$ cat src/hw/rtl/bgc_pkg.sv
// Shared types and constants for the button gesture classifier.
`default_nettype none

package bgc_pkg;

  localparam int unsigned CFG_W       = 16;
  localparam int unsigned CFG_INDEX_W = 4;

  localparam logic [CFG_INDEX_W-1:0] REG_DEBOUNCE     = CFG_INDEX_W'(0);
  localparam logic [CFG_INDEX_W-1:0] REG_LONG_PRESS   = CFG_INDEX_W'(1);
  localparam logic [CFG_INDEX_W-1:0] REG_DOUBLE_CLICK = CFG_INDEX_W'(2);
  localparam logic [CFG_INDEX_W-1:0] REG_IDLE         = CFG_INDEX_W'(3);

  localparam logic [CFG_W-1:0] DEBOUNCE_RST     = 16'd50;
  localparam logic [CFG_W-1:0] LONG_PRESS_RST   = 16'd500;
  localparam logic [CFG_W-1:0] DOUBLE_CLICK_RST = 16'd250;
  localparam logic [CFG_W-1:0] IDLE_RST         = 16'd1000;

  typedef struct packed {
    logic [CFG_W-1:0] debounce_ms;
    logic [CFG_W-1:0] long_press_ms;
    logic [CFG_W-1:0] double_click_ms;
    logic [CFG_W-1:0] idle_ms;
  } bgc_cfg_t;

  typedef struct packed {
    logic debounced_level;
    logic waiting_double;
    logic waiting_long;
    logic idle_reported;
    logic last_was_single;
    logic last_was_double;
    logic last_was_long;
  } bgc_flags_t;

  typedef struct packed {
    logic edge_accepted;
    logic stable_level;
    logic double_click;
    logic long_press;
    logic single_click;
    logic no_click;
  } bgc_result_t;

endpackage

`default_nettype wire

$ cat src/hw/rtl/bgc_step.sv
// Next-state and event logic for one millisecond tick of the classifier.
`default_nettype none

module bgc_step #(
  parameter int unsigned COUNT_WIDTH = 16
) (
  input  wire                      button_level,
  input  bgc_pkg::bgc_cfg_t        cfg,
  input  bgc_pkg::bgc_flags_t      flags,
  input  wire  [COUNT_WIDTH-1:0]   ticks_since_edge,
  input  wire  [COUNT_WIDTH-1:0]   ticks_since_press,
  output bgc_pkg::bgc_flags_t      flags_nxt,
  output logic [COUNT_WIDTH-1:0]   ticks_since_edge_nxt,
  output logic [COUNT_WIDTH-1:0]   ticks_since_press_nxt,
  output bgc_pkg::bgc_result_t     result
);

  // compare width covers both the counters and the 16-bit thresholds
  localparam int unsigned CMP_W =
    (COUNT_WIDTH > bgc_pkg::CFG_W) ? COUNT_WIDTH : bgc_pkg::CFG_W;

  logic [CMP_W-1:0] deb_x, long_x, dbl_x, idle_x;

  assign deb_x  = CMP_W'(cfg.debounce_ms);
  assign long_x = CMP_W'(cfg.long_press_ms);
  assign dbl_x  = CMP_W'(cfg.double_click_ms);
  assign idle_x = CMP_W'(cfg.idle_ms);

  always_comb begin
    bgc_pkg::bgc_flags_t    f;
    bgc_pkg::bgc_result_t   r;
    logic [COUNT_WIDTH-1:0] tse;
    logic [COUNT_WIDTH-1:0] tsp;
    logic                   raw;

    f   = flags;
    r   = '0;
    raw = button_level;

    // advance both counters, saturating
    tse = (&ticks_since_edge)  ? ticks_since_edge  : ticks_since_edge + 1'b1;
    tsp = (&ticks_since_press) ? ticks_since_press : ticks_since_press + 1'b1;

    if ((raw != f.debounced_level) && (CMP_W'(tse) > deb_x)) begin
      f.idle_reported   = 1'b0;
      f.debounced_level = raw;
      tse               = '0;
      r.edge_accepted   = 1'b1;
      if (!raw) begin
        f.waiting_long   = 1'b1;
        f.waiting_double = 1'b1;
        if (CMP_W'(tsp) < dbl_x) begin
          f.waiting_double  = 1'b0;
          f.last_was_single = 1'b0;
          f.last_was_double = 1'b1;
          f.last_was_long   = 1'b0;
          r.double_click    = 1'b1;
        end
        tsp = '0;
      end
    end

    if (!raw && (CMP_W'(tse) > long_x) && !f.last_was_long) begin
      f.last_was_long   = 1'b1;
      f.waiting_long    = 1'b0;
      f.last_was_single = 1'b0;
      f.last_was_double = 1'b0;
      r.long_press      = 1'b1;
    end

    if (raw && !f.last_was_double && !f.waiting_double && !f.waiting_long &&
        !f.idle_reported && !f.last_was_single) begin
      f.last_was_single = 1'b1;
      f.last_was_double = 1'b0;
      f.last_was_long   = 1'b0;
      r.single_click    = 1'b1;
    end

    if (raw && (CMP_W'(tse) > idle_x) && !f.idle_reported) begin
      f.idle_reported   = 1'b1;
      f.waiting_double  = 1'b0;
      f.waiting_long    = 1'b0;
      f.last_was_single = 1'b0;
      f.last_was_double = 1'b0;
      f.last_was_long   = 1'b0;
      r.no_click        = 1'b1;
    end

    // drop the double-click wait once the window has passed
    if (raw && (CMP_W'(tse) > dbl_x) && f.waiting_double) begin
      f.waiting_double = 1'b0;
    end

    if (raw && f.waiting_long) begin
      f.waiting_long = 1'b0;
    end

    r.stable_level = f.debounced_level;

    flags_nxt             = f;
    ticks_since_edge_nxt  = tse;
    ticks_since_press_nxt = tsp;
    result                = r;
  end

endmodule

`default_nettype wire

$ cat src/hw/rtl/button_gesture_classifier.sv
// Top level of the button gesture classifier: configuration, tick state and result register.
`default_nettype none

// A result is registered and offered in the cycle after its tick is accepted.
// Throughput: one tick per cycle; the result register lets a new tick enter while
// the previous result is still offered, so only a stalled, full result register holds the input.
// Reset (synchronous, rst_n low): registers return to their default thresholds,
// counters and flags clear, the result register empties.
module button_gesture_classifier #(
  parameter int unsigned COUNT_WIDTH = 16
) (
  input  wire                             clk,
  input  wire                             rst_n,

  input  wire                             cfg_we,
  input  wire  [bgc_pkg::CFG_INDEX_W-1:0] cfg_index,
  input  wire  [bgc_pkg::CFG_W-1:0]       cfg_wdata,

  input  wire                             in_valid,
  output logic                            in_stall,
  input  wire                             in_button_level,

  output logic                            out_valid,
  input  wire                             out_stall,
  output logic                            out_edge_accepted,
  output logic                            out_stable_level,
  output logic                            out_double_click,
  output logic                            out_long_press,
  output logic                            out_single_click,
  output logic                            out_no_click
);

  bgc_pkg::bgc_cfg_t    cfg_r;
  bgc_pkg::bgc_flags_t  flags_r, flags_nxt;
  bgc_pkg::bgc_result_t res_r, res_nxt;

  logic [COUNT_WIDTH-1:0] tse_r, tse_nxt;
  logic [COUNT_WIDTH-1:0] tsp_r, tsp_nxt;
  logic                   out_valid_r;
  logic                   in_take;
  logic                   out_take;

  // Hold the input only while a result waits and the far side stalls.
  assign in_stall = out_valid_r && out_stall;
  assign in_take  = in_valid && !in_stall;
  assign out_take = out_valid_r && !out_stall;

  // Configuration writes; an index beyond the list is dropped.
  always_ff @(posedge clk) begin
    if (!rst_n) begin
      cfg_r.debounce_ms     <= bgc_pkg::DEBOUNCE_RST;
      cfg_r.long_press_ms   <= bgc_pkg::LONG_PRESS_RST;
      cfg_r.double_click_ms <= bgc_pkg::DOUBLE_CLICK_RST;
      cfg_r.idle_ms         <= bgc_pkg::IDLE_RST;
    end else if (cfg_we) begin
      case (cfg_index)
        bgc_pkg::REG_DEBOUNCE:     cfg_r.debounce_ms     <= cfg_wdata;
        bgc_pkg::REG_LONG_PRESS:   cfg_r.long_press_ms   <= cfg_wdata;
        bgc_pkg::REG_DOUBLE_CLICK: cfg_r.double_click_ms <= cfg_wdata;
        bgc_pkg::REG_IDLE:         cfg_r.idle_ms         <= cfg_wdata;
        default: ;
      endcase
    end
  end

  bgc_step #(
    .COUNT_WIDTH (COUNT_WIDTH)
  ) u_step (
    .button_level          (in_button_level),
    .cfg                   (cfg_r),
    .flags                 (flags_r),
    .ticks_since_edge      (tse_r),
    .ticks_since_press     (tsp_r),
    .flags_nxt             (flags_nxt),
    .ticks_since_edge_nxt  (tse_nxt),
    .ticks_since_press_nxt (tsp_nxt),
    .result                (res_nxt)
  );

  // Advance the tick state once per accepted transaction.
  always_ff @(posedge clk) begin
    if (!rst_n) begin
      flags_r <= '0;
      tse_r   <= '0;
      tsp_r   <= '0;
    end else if (in_take) begin
      flags_r <= flags_nxt;
      tse_r   <= tse_nxt;
      tsp_r   <= tsp_nxt;
    end
  end

  // Result register: load on each accepted tick, empty when taken.
  always_ff @(posedge clk) begin
    if (!rst_n) begin
      out_valid_r <= 1'b0;
    end else if (in_take) begin
      out_valid_r <= 1'b1;
    end else if (out_take) begin
      out_valid_r <= 1'b0;
    end
  end

  always_ff @(posedge clk) begin
    if (in_take) begin
      res_r <= res_nxt;
    end
  end

  assign out_valid         = out_valid_r;
  assign out_edge_accepted = res_r.edge_accepted;
  assign out_stable_level  = res_r.stable_level;
  assign out_double_click  = res_r.double_click;
  assign out_long_press    = res_r.long_press;
  assign out_single_click  = res_r.single_click;
  assign out_no_click      = res_r.no_click;

`ifndef SYNTHESIS
  // A double click only comes with an accepted press edge.
  a_dbl_on_press: assert property (@(posedge clk) disable iff (!rst_n)
    out_valid_r && res_r.double_click |-> res_r.edge_accepted && !res_r.stable_level)
    else $error("double click without an accepted press edge");

  // Long press needs the button held; single and no click need it released.
  a_press_release_excl: assert property (@(posedge clk) disable iff (!rst_n)
    out_valid_r && res_r.long_press |-> !res_r.single_click && !res_r.no_click)
    else $error("long press reported together with a release event");

  // An accepted edge flips the debounced level and restarts the edge counter.
  a_edge_flips_level: assert property (@(posedge clk) disable iff (!rst_n)
    in_take && res_nxt.edge_accepted |=>
      (flags_r.debounced_level != $past(flags_r.debounced_level)) && (tse_r == '0))
    else $error("accepted edge did not update debounced level");

  // The reported level matches the debounced state that the tick produced.
  a_level_matches: assert property (@(posedge clk) disable iff (!rst_n)
    in_take |=> res_r.stable_level == flags_r.debounced_level)
    else $error("reported level differs from debounced state");
`endif

endmodule

`default_nettype wire

$ cat config.mk
export PLATFORM = sky130hd
export DESIGN_NAME = button_gesture_classifier
export DESIGN_NICKNAME = d
export VERILOG_FILES = /design/src/hw/rtl/bgc_pkg.sv /design/src/hw/rtl/bgc_step.sv /design/src/hw/rtl/button_gesture_classifier.sv
export SDC_FILE = /design/constraint.sdc
export NUM_CORES = 1
export LEC_CHECK = 0
export ABC_CLOCK_PERIOD_IN_PS = 7400
export BUFFER_PORTS_ARGS = -buffer_cell sky130_fd_sc_hd__buf_2
export CELL_PAD_IN_SITES_DETAIL_PLACEMENT = 0
export CELL_PAD_IN_SITES_GLOBAL_PLACEMENT = 1
export CORE_UTILIZATION = 35
export CTS_CLUSTER_SIZE = 12
export DETAILED_ROUTE_END_ITERATION = 10
export GPL_ROUTABILITY_DRIVEN = 0
export GPL_TIMING_DRIVEN = 0
export HOLD_SLACK_MARGIN = 0.08
export PLACE_DENSITY = 0.65
export SYNTH_ARGS = -nofsm -noshare
export SYNTH_HDL_FRONTEND = slang
export SYNTH_HIERARCHICAL = 1
export SYNTH_SLANG_ARGS = --single-unit
$ cat constraint.sdc
create_clock -name clk -period 7.4 [get_ports clk]
set_input_delay 1.85 -clock clk [delete_from_list [all_inputs] [get_ports clk]]
set_output_delay 1.85 -clock clk [all_outputs]
set_load 0.005 [all_outputs]
# Word level (Yosys, flattened, before mapping)
# Cells that the tools add are included.
[totals]
reg_bits = 110
output_inout_bits = 8
elab_cells = 89
[op_classes]
addsub = 2
magnitude_cmp = 5
eq_ne = 4
n_mux = 23
bitwise = 1
reduce_logical = 34
[op_table]
columns = ["operator", "n"]
rows = [
  ["16-bit two-way mux", 5],
  ["16-bit greater-than comparator", 4],
  ["16-bit by 1-bit adder with 16-bit output, second input constant", 2],
  ["16-bit AND reduction", 2],
  ["1-bit logical AND", 16],
  ["16-bit less-than comparator", 1],
  ["3-bit two-way mux", 4],
  ["1-bit two-way mux", 11],
  ["1-bit zero test", 9],
  ["4-bit by 2-bit equality test with 1-bit output, second input constant", 2],
  ["2-bit AND reduction", 4],
  ["7-bit two-way mux", 1],
  ["6-bit two-way mux", 1],
  ["4-bit by 1-bit equality test with 1-bit output, second input constant", 1],
  ["4-bit zero test", 1],
  ["2-bit two-way mux", 1],
  ["2-bit nonzero test", 1],
  ["2-bit OR reduction", 1],
  ["1-bit != test", 1],
  ["1-bit inverter", 1],
]

# Longest topological paths before layout
# Gate-level depths: netlist of run 1.
[logic_depth]
depth_word = 19
depth_mapped = 27
mapped_depth_nobuf = 26

# Hierarchy
# Netlist of run 1, hierarchy kept.
[modules_own_cells]
columns = ["module", "instances", "cells_each", "area_each_um2"]
rows = [
  ["button_gesture_classifier", 1, 427, 4159.0],
  ["bgc_step", 1, 450, 3134.3],
]

# Worst setup path after synthesis of run 1
# Ideal clock, no wire load.
[synth_path]
kind = "register -> register"
start = "register tse_r[3]"
end = "register flags_r[0] (netlist name)"
setup_time_ns = 0.122
arrival_time_ns = 5.300
t_required_ns = 7.278
path_slack_ns = 1.978
path_stages_with_launch = 28
path_cell_list = "dfxtp_1 and4_1 and4_1 nor2b_1 nand2_1 and4_1 clkbuf_1 nand2_1 xnor2_1 ha_1 nand4_1 nor4_2 a21bo_2 a41oi_4 nand2_4 clkbuf_1 and2_1 ha_1 and4_1 nor4b_1 and3_1 nor4b_1 mux2i_1 nand4_1 nor2_1 o221a_2 nand2_1 a21boi_0"
[synth_lines]
columns = ["item", "line_no", "rtl"]
rows = [
  ["start: declaration", "button_gesture_classifier.sv:37", "logic [COUNT_WIDTH-1:0] tse_r, tse_nxt;"],
  ["start signal: assignment", "button_gesture_classifier.sv:88", "tse_r <= tse_nxt;"],
  ["end signal: assignment", "button_gesture_classifier.sv:87", "flags_r <= flags_nxt;"],
  ["end: declaration", "button_gesture_classifier.sv:34", "bgc_pkg::bgc_flags_t flags_r, flags_nxt;"],
]

==> flow_summary.json, run 1 <==
{
  "fmax_mhz": 150,
  "synthCells": 877,
  "worst-path-stages": 27,
  "rrSetupSlack_ps": 720,
  "numCtsBuffers": 9,
  "slew_headroom": 0.467,
  "peakVddDrop_v": 0.000117,
  "dr.pass1.iters": 5,
  "syn-num-nets": 981,
  "cpPeakStageDelay_ps": 440,
  "num-nets-final": 1023,
  "row_count": 52,
  "crit_slowest_cell": "a2111oi_0",
  "grt_pass1_vias": 5786,
  "start_util": 0.359,
  "skew_ps": 6.76,
  "worst-path-max-fanout": 10,
  "grt_pass1_wl_microns": 33000,
  "wl_per_cell_microns": 17.5,
  "fin_ws_ps": 718,
  "vias": 5890,
  "grt_max_degree": 18,
  "cts-root-buf": "clkbuf_16",
  "rsz0062_at_grt": "false",
  "ys_ff_latch": 110,
  "fin_area_sq_um": 8070,
  "grt_usage": 0.203,
  "syn_area_per_cell_sq_um": 8.32,
  "reg2reg_depth": 27,
  "port_buffers": 31,
  "internal-power_mw": 0.884,
  "synth_commonest_cells": "nand2_1, dfxtp_1, ha_1, inv_1, mux2i_1",
  "synthTopCellsByArea": "dfxtp_1, ha_1, nand2_1",
  "core-area_sq_um": 20300,
  "cp_top_family": "simple AND/OR/NAND/NOR gates",
  "die_w_microns": 146,
  "p_sw_frac": 0.264,
  "ys_warn_count": 6,
  "boundaryPins": 34,
  "seq_area_sq_um": 2260,
  "place_area_sq_um": 7790,
  "fin_crit_sh": 0.903,
  "synth-seq-area-share": 0.310,
  "drive_gt1_frac": 0.0909,
  "insertion_delay_ps": 360,
  "overflow": 0,
  "post_cts_buffers": 0,
  "drtAntennaViolNets": 0,
  "drc": 0,
  "cts_tree": "done",
  "die_y_microns": 146,
  "place_ws_ps": 574,
  "power_density_nw_per_um2": 149,
  "multi_input_area_sq_um": 4580,
  "cts_htree_levels": 3,
  "num_antenna_cells": 0,
  "clk_path_buf_depth": 2,
  "synth_area_sq_um": 7290,
  "worstMarginPinSlew_ps": 800,
  "first_iter_violations": 309,
  "finalHoldViolCount": 0,
  "async_reset_ff_frac": 0,
  "worstSetupPathType": "reg -> reg",
  "switchingPower_mw": 0.316,
  "antenna_found_initial": 0,
  "start_kind": "flop",
  "final_cells": 1194,
  "dp_hpwl_microns": 16300,
  "power.share.clock": 0.402,
  "p_leak_nw": 3.63,
  "fin_crit_ps": 6680,
  "setup-violations-final": 0,
  "yosysTopAreaCell": "dfxtp_1",
  "whs_path_depth": 2,
  "seqPwrFrac": 0.509,
  "yosysMostFrequentCell": "nand2_1",
  "ys.flop_type": "dfxtp_1",
  "tns_ps": 0,
  "synth_top_area_frac": 0.285,
  "clock_sinks": 110,
  "status": "completed",
  "arrival_ps": 6970,
  "placed_cells": 1178,
  "power_frac_comb": 0.089,
  "drv_slew": 0,
  "dieArea_sq_um": 21400,
  "cts.clk_slew.worst_paths_ps": 80,
  "syn2layout_area_growth_pct": 10.6,
  "synth_edf_count": 6,
  "cp.required_ps": 7690,
  "via_per_inst": 4.93,
  "path_buf_inv": 2,
  "ys_types": 69,
  "drv_cap": 0,
  "crit_path_end_kind": "flop",
  "wl_microns": 20900,
  "nFillCells": 2139,
  "hold_path.class": "reg -> reg"
}
-- through the flow --
| step | hold slack, ps | util | power [mW] |
|---|---|---|---|
| final | 461 | 0.397 | 1.20 |
| after detailed placement | 450 | 0.384 | 0.732 |
| after floorplan | 435 | - | 0.691 |
| after global placement | 445 | 0.384 | 0.732 |
| after CTS | 464 | 0.397 | 1.21 |
| after global routing | 474 | 0.397 | 1.25 |
-- power by group through the flow --
stage | Combinational (mW) | Clock, mW | Sequential (mW)
after global placement | 0.107 | 0 | 0.625
after global routing | 0.119 | 0.521 | 0.612
final | 0.107 | 0.482 | 0.611
after detailed placement | 0.107 | 0 | 0.625
after CTS | 0.107 | 0.493 | 0.611
after floorplan | 0.0671 | 0 | 0.624
-- cell type report --
class / count / area share
timing repair buffer: 31 / 0.0192
tap: 270 / 0.0419
sequential: 110 / 0.280
buffer: 36 / 0.0228
clock inverter: 4 / 0.00372
clock buffer: 12 / 0.0305
inverter: 72 / 0.0338
multi-input combinational: 659 / 0.568
-- cells in the final DEF, fill, tap and decap left out, types with 14 or more instances in the layout --
cell type / instances
a21boi_0: 40
a21oi_1: 40
and2_1: 16
buf_2: 34
clkbuf_1: 27
dfxtp_1: 104
ha_1: 78
inv_1: 71
mux2i_1: 59
nand2_1: 170
nand3_1: 15
nand4_1: 19
nor2_1: 28
nor2b_1: 43
o21ai_0: 18
xnor2_1: 14
-- tightest hold or removal path, delay by kind of cell (launching register included) --
family           cells  cell delay (ps)
DFF                  1              310
muxes                1               50
and+or+nand+nor      1               50
-- registers in the layout, indices dropped and copies added (netlist names) --
register           cells
cfg_r                 64
flags_r                7
out_double_click       1
out_edge_accepted      1
out_long_press         1
out_no_click           1
out_single_click       1
out_stable_level       1
out_valid              1
tse_r                 16
tsp_r                 16
-- final timing paths --
kind,start,endpoint
worst max register to register,tse_r[3],flags_r[2]
worst max-delay path,tse_r[3],flags_r[2]
worst min register to register,cfg_r[56],cfg_r[56]
worst min-delay path,cfg_r[56],cfg_r[56]
-- timing repair --
item / in CTS / in global routing
hold endpoints to repair: 0 / 0
resized for setup: 0 / 1
setup endpoints to repair: 0 / 2
hold buffers: 0 / 0
-- metal layers --
layer  vias up  part of all wire  track usage
met1      2672              0.54        0.298
met3        18             0.029       0.0253
met4         0             0.018       0.0599
met5         -                 0            0
met2       107              0.42        0.308
li1       3093                 -            -
-- cell families after synthesis --
logic type | count (synthesis) | share of synthesized area
XOR/XNOR | 25 | 0.0300
adder cells (fa/ha/maj) | 79 | 0.135
AND/OR/NAND/NOR | 357 | 0.250
multiplexers | 61 | 0.0841
buffers and inverters | 108 | 0.0626
flip-flops | 110 | 0.310
AO/OA/AOI/OAI | 137 | 0.128
Power figures use the tool's default switching activity.
==> inputs of run 2 (changes only) <==
- ABC_AREA: default -> 1
- PLACE_DENSITY: 0.65 -> 0.68
- SLEW_MARGIN: default -> 20
==> run 2 against run 1 <==
Against the previous run: synthesized area grew 5.9%; worst hold slack worse by 3.5 ps; sequential share of layout area fell by 1.7 points; die area increased by 5.8%; critical path type unchanged; critical path depth rose by 2; register-to-register slack better by 470 ps; via count is 19% higher; power rose by 35%; synthesized cell count increased by 34%; count of clock-buffer cells in the layout is 2 lower; non-clock buffer count up 10; highest routed layer unchanged; fmax increased by 7.7%.
==> flow_summary.json, run 2 <==
{
  "status": "completed",
  "layout_commonest_cell": "nand2_1",
  "wl_per_cell_microns": 15.2,
  "regMostFlops": "cfg_r",
  "synthXorXnorAreaFrac": 0.0216,
  "busiest_layer": "met2",
  "place_ws_ps": 1270,
  "core-area_sq_um": 21400,
  "synth_commonest_cells": "nand2_1, inv_1, nor2_1, dfxtp_1, ha_1",
  "dieArea_sq_um": 22700,
  "worstSetupPathType": "reg -> reg",
  "worst_path_most_repeated_cell": "nand2_1",
  "cts.clk_slew.worst_paths_ps": 80,
  "reg.largest.list": "cfg_r x64, tse_r x16, tsp_r x16",
  "dp_hpwl_microns": 18100,
  "fin_crit_sh": 0.839,
  "synth_area_sq_um": 7720,
  "numCtsBuffers": 9,
  "finalHoldViolCount": 0,
  "layout_common_cells": "nand2_1, inv_1, nor2_1, dfxtp_1, ha_1",
  "synthTopCellsByArea": "dfxtp_1, ha_1, nand2_1",
  "insertion_delay_ps": 350,
  "drive_gt1_frac": 0.0800,
  "p_leak_nw": 4.41,
  "fin_hold_ws_ps": 457,
  "grt_use_met2": 0.330,
  "async_reset_ff_frac": 0,
  "startpoint": "tse_r[0]",
  "synth-adder-area-share": 0.126,
  "post_cts_buffers": 0,
  "arrival_ps": 6500,
  "clk_path_buf_depth": 2,
  "first_iter_violations": 415,
  "dr.pass1.iters": 5,
  "ys_warn_count": 6,
  "fin_ws_ps": 1190,
  "grt_max_degree": 18,
  "worst-path-max-fanout": 10,
  "syn-num-nets": 1282,
  "grt_pass1_vias": 6483,
  "port_buffers": 31,
  "synth_edf_count": 6,
  "drtAntennaViolNets": 0,
  "synthMuxAreaShare": 0,
  "min_from": "cfg_r[40]",
  "via_per_inst": 4.67,
  "cts-root-buf": "clkbuf_16",
  "synth_compound_area_frac": 0.0817,
  "gr-usage-met1": 0.305,
  "ys_ff_latch": 110,
  "synth-seq-area-share": 0.293,
  "crit_slowest_cell": "nor4_1",
  "clock_sinks": 110,
  "setup-violations-final": 0,
  "yosysTopAreaCell": "dfxtp_1",
  "cts_htree_levels": 3,
  "die_w_microns": 151,
  "yosys.area_share.simple": 0.334,
  "yosysMostFrequentCell": "nand2_1",
  "largest_register_ff_count": 64,
  "cpPeakStageDelay_ps": 620,
  "drc": 0,
  "drv_cap": 0,
  "wl_microns": 22700,
  "skew_ps": 4.10,
  "rsz0062_at_grt": "false",
  "vias": 7012,
  "syn2layout_area_growth_pct": 11.2,
  "tns_ps": 0,
  "drv_slew": 0,
  "cp.required_ps": 7700,
  "worstMarginPinSlew_ps": 761,
  "synth_top_area_frac": 0.270,
  "fin_crit_ps": 6210,
  "synth_top_family_by_area": "simple AND/OR/NAND/NOR gates",
  "row_count": 53,
  "ys.flop_type": "dfxtp_1",
  "grt_usage": 0.212,
  "p_total_mw": 1.62,
  "boundaryPins": 34,
  "start_util": 0.362,
  "post_cts_resized": 0,
  "fmax_mhz": 161,
  "ys_types": 46,
  "grtUsageMet3": 0.0279,
  "crit_path_end_kind": "flop",
  "multi_input_area_sq_um": 4350,
  "grt_pass1_wl_microns": 35600,
  "slew_headroom": 0.488,
  "synthCells": 1178,
  "num_antenna_cells": 0,
  "hold_path.class": "reg -> reg",
  "overflow": 0,
  "postCtsHoldBufs": 0,
  "peakVddDrop_v": 0.0000966,
  "die_y_microns": 151,
  "power_density_nw_per_um2": 188,
  "seq_area_sq_um": 2260,
  "nFillCells": 2402,
  "syn_area_per_cell_sq_um": 6.55,
  "cts_tree": "done",
  "start_kind": "flop",
  "antenna_found_initial": 0,
  "r2r_start": "tse_r[0]",
  "num-nets-final": 1324
}
[run 2: cell count changes after synthesis, moves of 16 or more]
cell / change
nand2_1: +66
and2_1: -16
a21boi_0: -37
inv_1: +162
mux2i_1: -59
nand4_1: +57
nor2_1: +148
nand3_1: +27
o21ai_0: +33
nor2b_1: -43
[run 2: layout make-up]
type | instances | area share
multi-input cells | 783 | 0.507
flip-flops and latches | 110 | 0.264
inverters | 239 | 0.105
well taps | 275 | 0.0401
clock buffers | 10 | 0.0267
plain buffers | 46 | 0.0241
repair buffers | 31 | 0.0181
clock inverters | 6 | 0.0156
[run 2: path summary, 6_finish.rpt]
check	endpoint	slack (ps)	depth (start not counted)
max reg2reg	flags_r[0]	1190	29
min	cfg_r[40]	460	2
max	flags_r[0]	1190	29
min reg2reg	cfg_r[40]	460	2
[run 2: critical path: cells and delay by family (launching register included)]
family	cells	cell delay, ps
buf+inv	7	1300
flops	1	370
simple gates	16	3150
xor+xnor	1	120
compound gates	2	460
fa+ha+maj	3	730
[run 2: logic make-up after synthesis]
| family | after synthesis |
|---|---|
| simple gates | 574 |
| flops | 110 |
| buf+inv | 285 |
| xor+xnor | 19 |
| fa+ha+maj | 78 |
| compound gates | 112 |
[run 2: routing by layer]
layer	wire length (microns)	part of all wire
met2	9710	0.43
met3	894	0.039
met1	11800	0.52
met4	342	0.015
met5	0	0
[run 2: per-stage QoR]
stage | cell area [sq um] | std cells | utilization
floorplan | 7720 | 1178 | -
global placement | 8220 | 1484 | 0.385
detailed placement | 8220 | 1484 | 0.385
CTS | 8580 | 1500 | 0.402
global route | 8580 | 1500 | 0.402
finish | 8580 | 1500 | 0.402
[run 2: power by group]
group          internal [mW]  switching [mW]  total (mW)  leakage, nW
Sequential             0.628          0.0234       0.652        0.910
Clock                  0.366           0.234       0.600        0.177
Combinational          0.126           0.238       0.364         3.32
Total                   1.12           0.496        1.62         4.41
